===== src/row_pair_correlation_unit_defines.svh =====
// Assertion macros for the row pair correlation unit.
// Each macro expands to a labeled concurrent assertion on clk_i.
`ifndef ROW_PAIR_CORRELATION_UNIT_DEFINES_SVH
`define ROW_PAIR_CORRELATION_UNIT_DEFINES_SVH

`ifndef SYNTHESIS

// Checked only outside reset.
`define RPC_ASSERT(lbl, prop, msg) \
  lbl: assert property (@(posedge clk_i) disable iff (!rst_ni) prop) else $error(msg);

// Checked at every clock edge, reset included.
`define RPC_ASSERT_ALWAYS(lbl, prop, msg) \
  lbl: assert property (@(posedge clk_i) prop) else $error(msg);

`else

`define RPC_ASSERT(lbl, prop, msg)
`define RPC_ASSERT_ALWAYS(lbl, prop, msg)

`endif

`endif


===== src/rpc_pkg.sv =====
package rpc_pkg;

  // Operation codes of an input request.
  localparam logic OP_LOAD  = 1'b0;
  localparam logic OP_QUERY = 1'b1;

  // Configuration port layout and register indexes.
  localparam int CFG_IDX_BITS  = 4;
  localparam int CFG_DATA_BITS = 16;
  localparam logic [CFG_IDX_BITS-1:0] REG_ROW_COUNT    = 4'd0;
  localparam logic [CFG_IDX_BITS-1:0] REG_COLUMN_COUNT = 4'd1;

  // Result and iteration widths fixed by the Q2.30 output.
  localparam int CORR_BITS = 32;
  localparam int QBITS     = 63;
  localparam int ROOT_BITS = 32;
  localparam int RAD_BITS  = 2 * ROOT_BITS;
  localparam int SREM_BITS = ROOT_BITS + 2;
  localparam int SQ_STEPS  = ROOT_BITS;

  // Products formed by the serial multiplier, in the order they are issued.
  typedef enum logic [2:0] {
    MUL_NSXX = 3'd0,
    MUL_SXSX = 3'd1,
    MUL_NSYY = 3'd2,
    MUL_SYSY = 3'd3,
    MUL_NSXY = 3'd4,
    MUL_SXSY = 3'd5,
    MUL_VV   = 3'd6,
    MUL_MM   = 3'd7
  } mul_op_e;

  // Commands from the controller to the datapath.
  typedef struct packed {
    logic    capture;
    logic    rd_en;
    logic    mul_start;
    logic    mul_step;
    mul_op_e mul_op;
    logic    div_init;
    logic    div_step;
    logic    sqrt_init;
    logic    sqrt_step;
    logic    out_load;
  } rpc_cmd_t;

  // Status from the datapath to the controller.
  typedef struct packed {
    logic bad;
    logic col_last;
    logic mul_last;
    logic div_last;
    logic sqrt_last;
    logic zero_var;
  } rpc_status_t;

endpackage


===== src/rpc_ctrl.sv =====
module rpc_ctrl (
  input  logic                 clk_i,
  input  logic                 rst_ni,
  input  logic                 in_accept_i,
  input  logic                 operation_i,
  input  logic                 out_free_i,
  input  rpc_pkg::rpc_status_t status_i,
  output rpc_pkg::rpc_cmd_t    cmd_o,
  output logic                 in_ready_o
);
  import rpc_pkg::*;

  typedef enum logic [9:0] {
    S_IDLE   = 10'b00_0000_0001,
    S_ACC    = 10'b00_0000_0010,
    S_DRAIN  = 10'b00_0000_0100,
    S_MUL_GO = 10'b00_0000_1000,
    S_MUL    = 10'b00_0001_0000,
    S_DIV_GO = 10'b00_0010_0000,
    S_DIV    = 10'b00_0100_0000,
    S_SQ_GO  = 10'b00_1000_0000,
    S_SQ     = 10'b01_0000_0000,
    S_DONE   = 10'b10_0000_0000
  } state_e;

  state_e  state_q, state_d;
  mul_op_e mul_op_q, mul_op_d;

  always_ff @(posedge clk_i or negedge rst_ni) begin
    if (!rst_ni) begin
      state_q  <= S_IDLE;
      mul_op_q <= MUL_NSXX;
    end else begin
      state_q  <= state_d;
      mul_op_q <= mul_op_d;
    end
  end

  // Sequence: walk the columns, eight products (six on zero variance), divide, square root, deliver.
  always_comb begin
    state_d    = state_q;
    mul_op_d   = mul_op_q;
    cmd_o      = '0;
    cmd_o.mul_op = mul_op_q;
    in_ready_o = 1'b0;
    unique case (state_q)
      S_IDLE: begin
        in_ready_o = 1'b1;
        if (in_accept_i && (operation_i == OP_QUERY)) begin
          cmd_o.capture = 1'b1;
          state_d = status_i.bad ? S_DONE : S_ACC;
        end
      end
      S_ACC: begin
        cmd_o.rd_en = 1'b1;
        if (status_i.col_last) begin
          state_d = S_DRAIN;
        end
      end
      S_DRAIN: begin
        mul_op_d = MUL_NSXX;
        state_d  = S_MUL_GO;
      end
      S_MUL_GO: begin
        cmd_o.mul_start = 1'b1;
        state_d = S_MUL;
      end
      S_MUL: begin
        cmd_o.mul_step = 1'b1;
        if (status_i.mul_last) begin
          if (mul_op_q == MUL_MM) begin
            state_d = S_DIV_GO;
          end else if ((mul_op_q == MUL_SXSY) && status_i.zero_var) begin
            state_d = S_DONE;
          end else begin
            mul_op_d = mul_op_e'(mul_op_q + 3'd1);
            state_d  = S_MUL_GO;
          end
        end
      end
      S_DIV_GO: begin
        cmd_o.div_init = 1'b1;
        state_d = S_DIV;
      end
      S_DIV: begin
        cmd_o.div_step = 1'b1;
        if (status_i.div_last) begin
          state_d = S_SQ_GO;
        end
      end
      S_SQ_GO: begin
        cmd_o.sqrt_init = 1'b1;
        state_d = S_SQ;
      end
      S_SQ: begin
        cmd_o.sqrt_step = 1'b1;
        if (status_i.sqrt_last) begin
          state_d = S_DONE;
        end
      end
      S_DONE: begin
        if (out_free_i) begin
          cmd_o.out_load = 1'b1;
          state_d = S_IDLE;
        end
      end
      default: begin
        state_d = S_IDLE;
      end
    endcase
  end

endmodule


===== config.mk =====
export PLATFORM = sky130hd
export DESIGN_NAME = rpc_ctrl
export DESIGN_NICKNAME = d
export VERILOG_FILES = /design/src/row_pair_correlation_unit_defines.svh /design/src/rpc_pkg.sv /design/src/rpc_ctrl.sv
export SDC_FILE = /design/constraint.sdc
export NUM_CORES = 1
export LEC_CHECK = 0
export BUFFER_PORTS_ARGS = -buffer_cell sky130_fd_sc_hd__buf_4
export CAP_MARGIN = 30
export CORE_UTILIZATION = 25
export CTS_CLUSTER_DIAMETER = 50
export DETAILED_ROUTE_END_ITERATION = 10
export GPL_TIMING_DRIVEN = 0
export MAX_ROUTING_LAYER = met4
export SYNTH_ARGS = -nofsm -noshare
export SYNTH_HDL_FRONTEND = slang
export SYNTH_SLANG_ARGS = --single-unit

===== constraint.sdc =====
create_clock -name clk_i -period 2.3 [get_ports clk_i]
set_clock_uncertainty 0.1 [all_clocks]
set_input_delay 0.46 -clock clk_i [delete_from_list [all_inputs] [get_ports clk_i]]
set_output_delay 0.46 -clock clk_i [all_outputs]
set_load 0.05 [all_outputs]

# Yosys cells after proc, flatten, opt, wreduce, memory -nomap -nowiden
# Cells that the tools add are included.
# totals
out_inout_bits,13
in_bits,11
regBits,13
word_cells,54
# classes
reduce_logical,5
add_sub_neg,1
n_mux,26
n_eq_ne,20
# op_table
operator,n
$pmux 10 s10,1
$mux 10,9
$ne 2x2->1 const B,8
$mux 1,12
$eq 10x1->1 const B,1
$eq 10x10->1 const B,1
$eq 10x2->1 const B,1
$eq 10x3->1 const B,1
$eq 10x4->1 const B,1
$eq 10x5->1 const B,1
$eq 10x6->1 const B,1
$eq 10x7->1 const B,1
$eq 10x8->1 const B,1
$eq 10x9->1 const B,1
$mux 3,3
$eq 3x3->1 const B,2
$pmux 3 s2,1
$reduce_and 6->1,1
$reduce_and 4->1,1
$add 3x1->3 const B,1
$logic_and 1x1->1,2
$reduce_bool 2->1,1

# Depth between registers and ports, before layout
# depth
word_depth,6
ltp_mapped,7
ltp_nobuf,6

# Least setup slack after synthesis
# OpenSTA, ideal clock, no wires.
# synth_timing
path_kind,register to output
from,register state_q[7]
to,output cmd_o[10] (netlist name)
n_path_buf,1
stages_incl_launch_ff,6
slack_ps,-628
arrival_time_ps,2368
t_required_ps,1740
cell_sequence,dfrtp_1 > buf_6 > or4_4 > nor3_4 > nand2_1 > nor3_1
# synth_rtl
item,line,text
start: declaration,rpc_ctrl.sv:26,"state_e state_q, state_d;"
start signal: assignment,rpc_ctrl.sv:34,state_q <= state_d;
end: declaration,rpc_ctrl.sv:8,"output rpc_pkg::rpc_cmd_t cmd_o,"

==> flow_metrics.env <==
export IMPL_grt_start_max_net_pins=14
export IMPL_cts_buffer_depth=2
export IMPL_whs_ns=0.2951
export IMPL_crit_family="simple AND/OR/NAND/NOR gates"
export IMPL_fmax_mhz=394.5
export IMPL_synth_yosys_warnings=0
export IMPL_violations="setup timing"
export IMPL_pre_cts_slack_ns=-0.04627
export IMPL_viasPerCell=4.932
export IMPL_fp_dieH_um=63.39
export IMPL_portBuffers=23
export IMPL_worstPathCellList="or4_4 -> nor4b_4 -> nand3b_1 -> clkinv_2 -> buf_8"
export IMPL_cp_max_fo=9
export IMPL_syn_area_sq_um=942.2
export IMPL_path_class="flip-flop to output port"
export IMPL_dp_hpwl_um=1742
export IMPL_ys_seq_area_frac=0.3466
export IMPL_fillers=354
export IMPL_setup_viol=9
export IMPL_drcViolationCount=0
export IMPL_power_mw=1.661
export IMPL_crit_path_end_kind="output port"
export IMPL_hold_viol_final=0
export IMPL_critPathSlowestCell="or4_4"
export IMPL_multi_input_area_sq_um=646.9
export IMPL_status="complete, but fails checks"
export IMPL_grt_busiest_layer="met2"
export IMPL_synth_nets=112
export IMPL_num_io_pins=24
export IMPL_reg2reg_depth=8
export IMPL_grt_use_met3=0.01812
export IMPL_rr_endpoint="mul_op_q[1]$_DFFE_PN0P_"
export IMPL_worstReg2RegStart="state_q[7]$_DFFE_PN0P_"
export IMPL_layout_drive_gt1_share=0.5548
export IMPL_routed_wl_um=2673
export IMPL_die_area_sq_um=4018
export IMPL_holdPathStages=2
export IMPL_root_buffer="clkbuf_8"
export IMPL_grt_pass1_wl_um=4540
export IMPL_cts_tree="yes"
export IMPL_die_w_um=63.39
export IMPL_powerDensity_nw_per_um2=1084
export IMPL_post_route_min_period_ns=2.535
export IMPL_drtIter0Drc=16
export IMPL_report_final_slew_viol_count=0
export IMPL_grt_met1_usage=0.1604
export IMPL_crit_path_start_kind="flip-flop"
export IMPL_clk_insertion_delay_late_ns=0.25
export IMPL_cts_sinks=13
export IMPL_overflow=0
export IMPL_min_from="status_i[1]"
export IMPL_arrival_ns=1.97
export IMPL_synth_cells=98
export IMPL_ys_ff_latch=13
export IMPL_min_to="state_q[8]$_DFFE_PN0P_"
export IMPL_fin_ws_ns=-0.2349
export IMPL_irDropWorstVdd_v=0.0007072
export IMPL_place_congestion=0.8343
export IMPL_start_util=0.2716
export IMPL_ant_nets=0
export IMPL_htree_levels=1
export IMPL_num_vias=947
export IMPL_relSlewSlack=0.7393
export IMPL_dp_cells=167
export IMPL_area_growth_pct=62.68
export IMPL_antenna_cells=0
export IMPL_gr_usage_met2=0.2593
export IMPL_synth_cell_types=44
export IMPL_worst_slew_pin_slew_ns=0.3876
export IMPL_drt_first_pass_iters=3
export IMPL_core_area_sq_um=3468
export IMPL_p_leak_nw=0.7111
export IMPL_fin_util=0.4419
export IMPL_layout_nets=161
export IMPL_cp_data_required_time_ns=1.74
export IMPL_grt_antenna_before_repair=0
export IMPL_final_cells=192
export IMPL_rsz0062_at_grt="yes"
export IMPL_max_cap_violations=0
export IMPL_reg2reg_slack_ns=0.01
export IMPL_wl_per_cell_um=13.92
export IMPL_cp_buffers_inverters=2
export IMPL_seq_area_sq_um=327.8
export IMPL_row_count=21
export IMPL_track_usage=0.1492
export IMPL_clk_pin_slew_worst_paths_ns=0.06
export IMPL_numCtsBuffers=3
export IMPL_first_global_vias=984
export IMPL_period_share=1.102
export IMPL_worst_path_largest_cell_delay_ns=0.58
export IMPL_avgSynthCellArea_sq_um=9.614
export IMPL_hp_class="input port to flip-flop"
[worst reg2reg max path: stages (launching register included)]
cell and delay, ns:
dfrtp_1 0.37, buf_6 0.13, or4_4 0.53, buf_4 0.16
nor3_4 0.19, buf_4 0.17, nand4b_4 0.12, nand2_4 0.10
mux2_4 0.30
[worst max path at each step]
stage	start	end	slack [ns]	depth (start not counted)
final	state_q[0]$_DFFE_PN1P_	cmd_o[1]	-0.23	5
after CTS	state_q[6]$_DFFE_PN0P_	cmd_o[9]	-0.26	5
after global routing	state_q[7]$_DFFE_PN0P_	cmd_o[10]	-0.29	6
after detailed placement	state_q[0]$_DFFE_PN1P_	cmd_o[1]	-0.05	6
after global placement	state_q[0]$_DFFE_PN1P_	cmd_o[0]	-0.05	6
after floorplan	state_q[7]$_DFFE_PN0P_	cmd_o[10]	-0.20	5
[layout make-up]
| type | instances | area share |
|---|---|---|
| timing repair buffer | 46 | 0.2710 |
| buffer | 1 | 0.007347 |
| inverter | 7 | 0.01796 |
| sequential | 13 | 0.2139 |
| clock buffer | 3 | 0.02694 |
| multi-input combinational | 75 | 0.4220 |
| clock inverter | 1 | 0.003265 |
| tap | 46 | 0.03755 |
[placed cells by master, fill, tap and decap left out, types with 3 or more instances in the layout]
master,n
buf_8,5
nor2_4,3
o21ai_0,4
buf_6,9
dfrtp_1,11
nor2_1,6
nand2_1,3
clkbuf_8,3
buf_4,32
ha_1,3
nand2_2,4
inv_1,6
nand2b_1,3
[per-stage QoR]
step           TNS [ns]  instance area [sq um]
6_report         -1.187                   1533
5_1_grt          -1.865                   1533
4_1_cts          -1.040                   1445
3_5_place_dp   -0.09152                   1200
3_3_place_gp   -0.09180                   1200
2_1_floorplan   -0.3404                  969.7
[cell families (layout without fill, tap and decap cells)]
group | after synthesis | count (layout) | share of synthesized area
simple gates | 52 | 52 | 0.3851
compound gates | 15 | 15 | 0.1089
flops | 13 | 13 | 0.3466
buf+inv | 10 | 58 | 0.06374
fa+ha+maj | 3 | 3 | 0.03984
mux | 3 | 3 | 0.03718
xor+xnor | 2 | 2 | 0.01860
[report_power, final]
part	internal, mW	leakage, nW	switching, mW	total [mW]
Clock	0.120	0.0255	0.0961	0.216
Sequential	0.284	0.172	0.0734	0.357
Combinational	0.492	0.513	0.595	1.09
[layer usage]
| metal | vias up | part of all wire |
|---|---|---|
| met4 | 0 | 0.043 |
| met5 | - | 0 |
| met1 | 469 | 0.40 |
| met2 | 19 | 0.52 |
| li1 | 450 | - |
| met3 | 9 | 0.031 |
[cell usage after synthesis, drive strengths merged]
cell	number	area, sq um
o21bai	1	7.510
or3	2	12.51
nand4b	2	32.53
nand2b	3	18.77
nor3	5	47.54
o22ai	1	6.260
ha	3	37.54
a32oi	1	8.760
o211ai	1	7.510
mux2i	2	20.02
dfstp	1	26.28
mux2	1	15.01
o32ai	2	17.52
a21oi	2	10.01
xnor2	1	8.760
nor4	4	31.28
nor3b	1	7.510
a22o	1	8.760
or4	2	22.52
dfrtp	12	300.3
a211oi	1	7.510
nand2	8	37.54
or3b	1	8.760
and4b	1	10.01
o21ai	4	20.02
clkinv	1	3.750
and2	2	12.52
or2b	2	16.27
buf	3	33.78
nor2b	1	6.260
a31o	1	8.760
inv	6	22.52
nand3	4	20.02
nand4	1	6.260
xor2	1	8.760
nor2	11	41.29
nand3b	1	7.510
nor4b	1	23.77
[registers in the layout (all words and copies together) (netlist names)]
name and cells:
state_q 10, mul_op_q 3
[repair_timing]
item | 4_1_cts | 5_1_grt
endpoints found under the setup margin | 7 | 13
endpoints found under the hold margin | 12 | 0
gates resized for setup | 18 | 17
hold buffers | 1 | 0
buffers inserted | 16 | 6
pin swaps | 12 | 11
(Power assumes the default switching activity.)
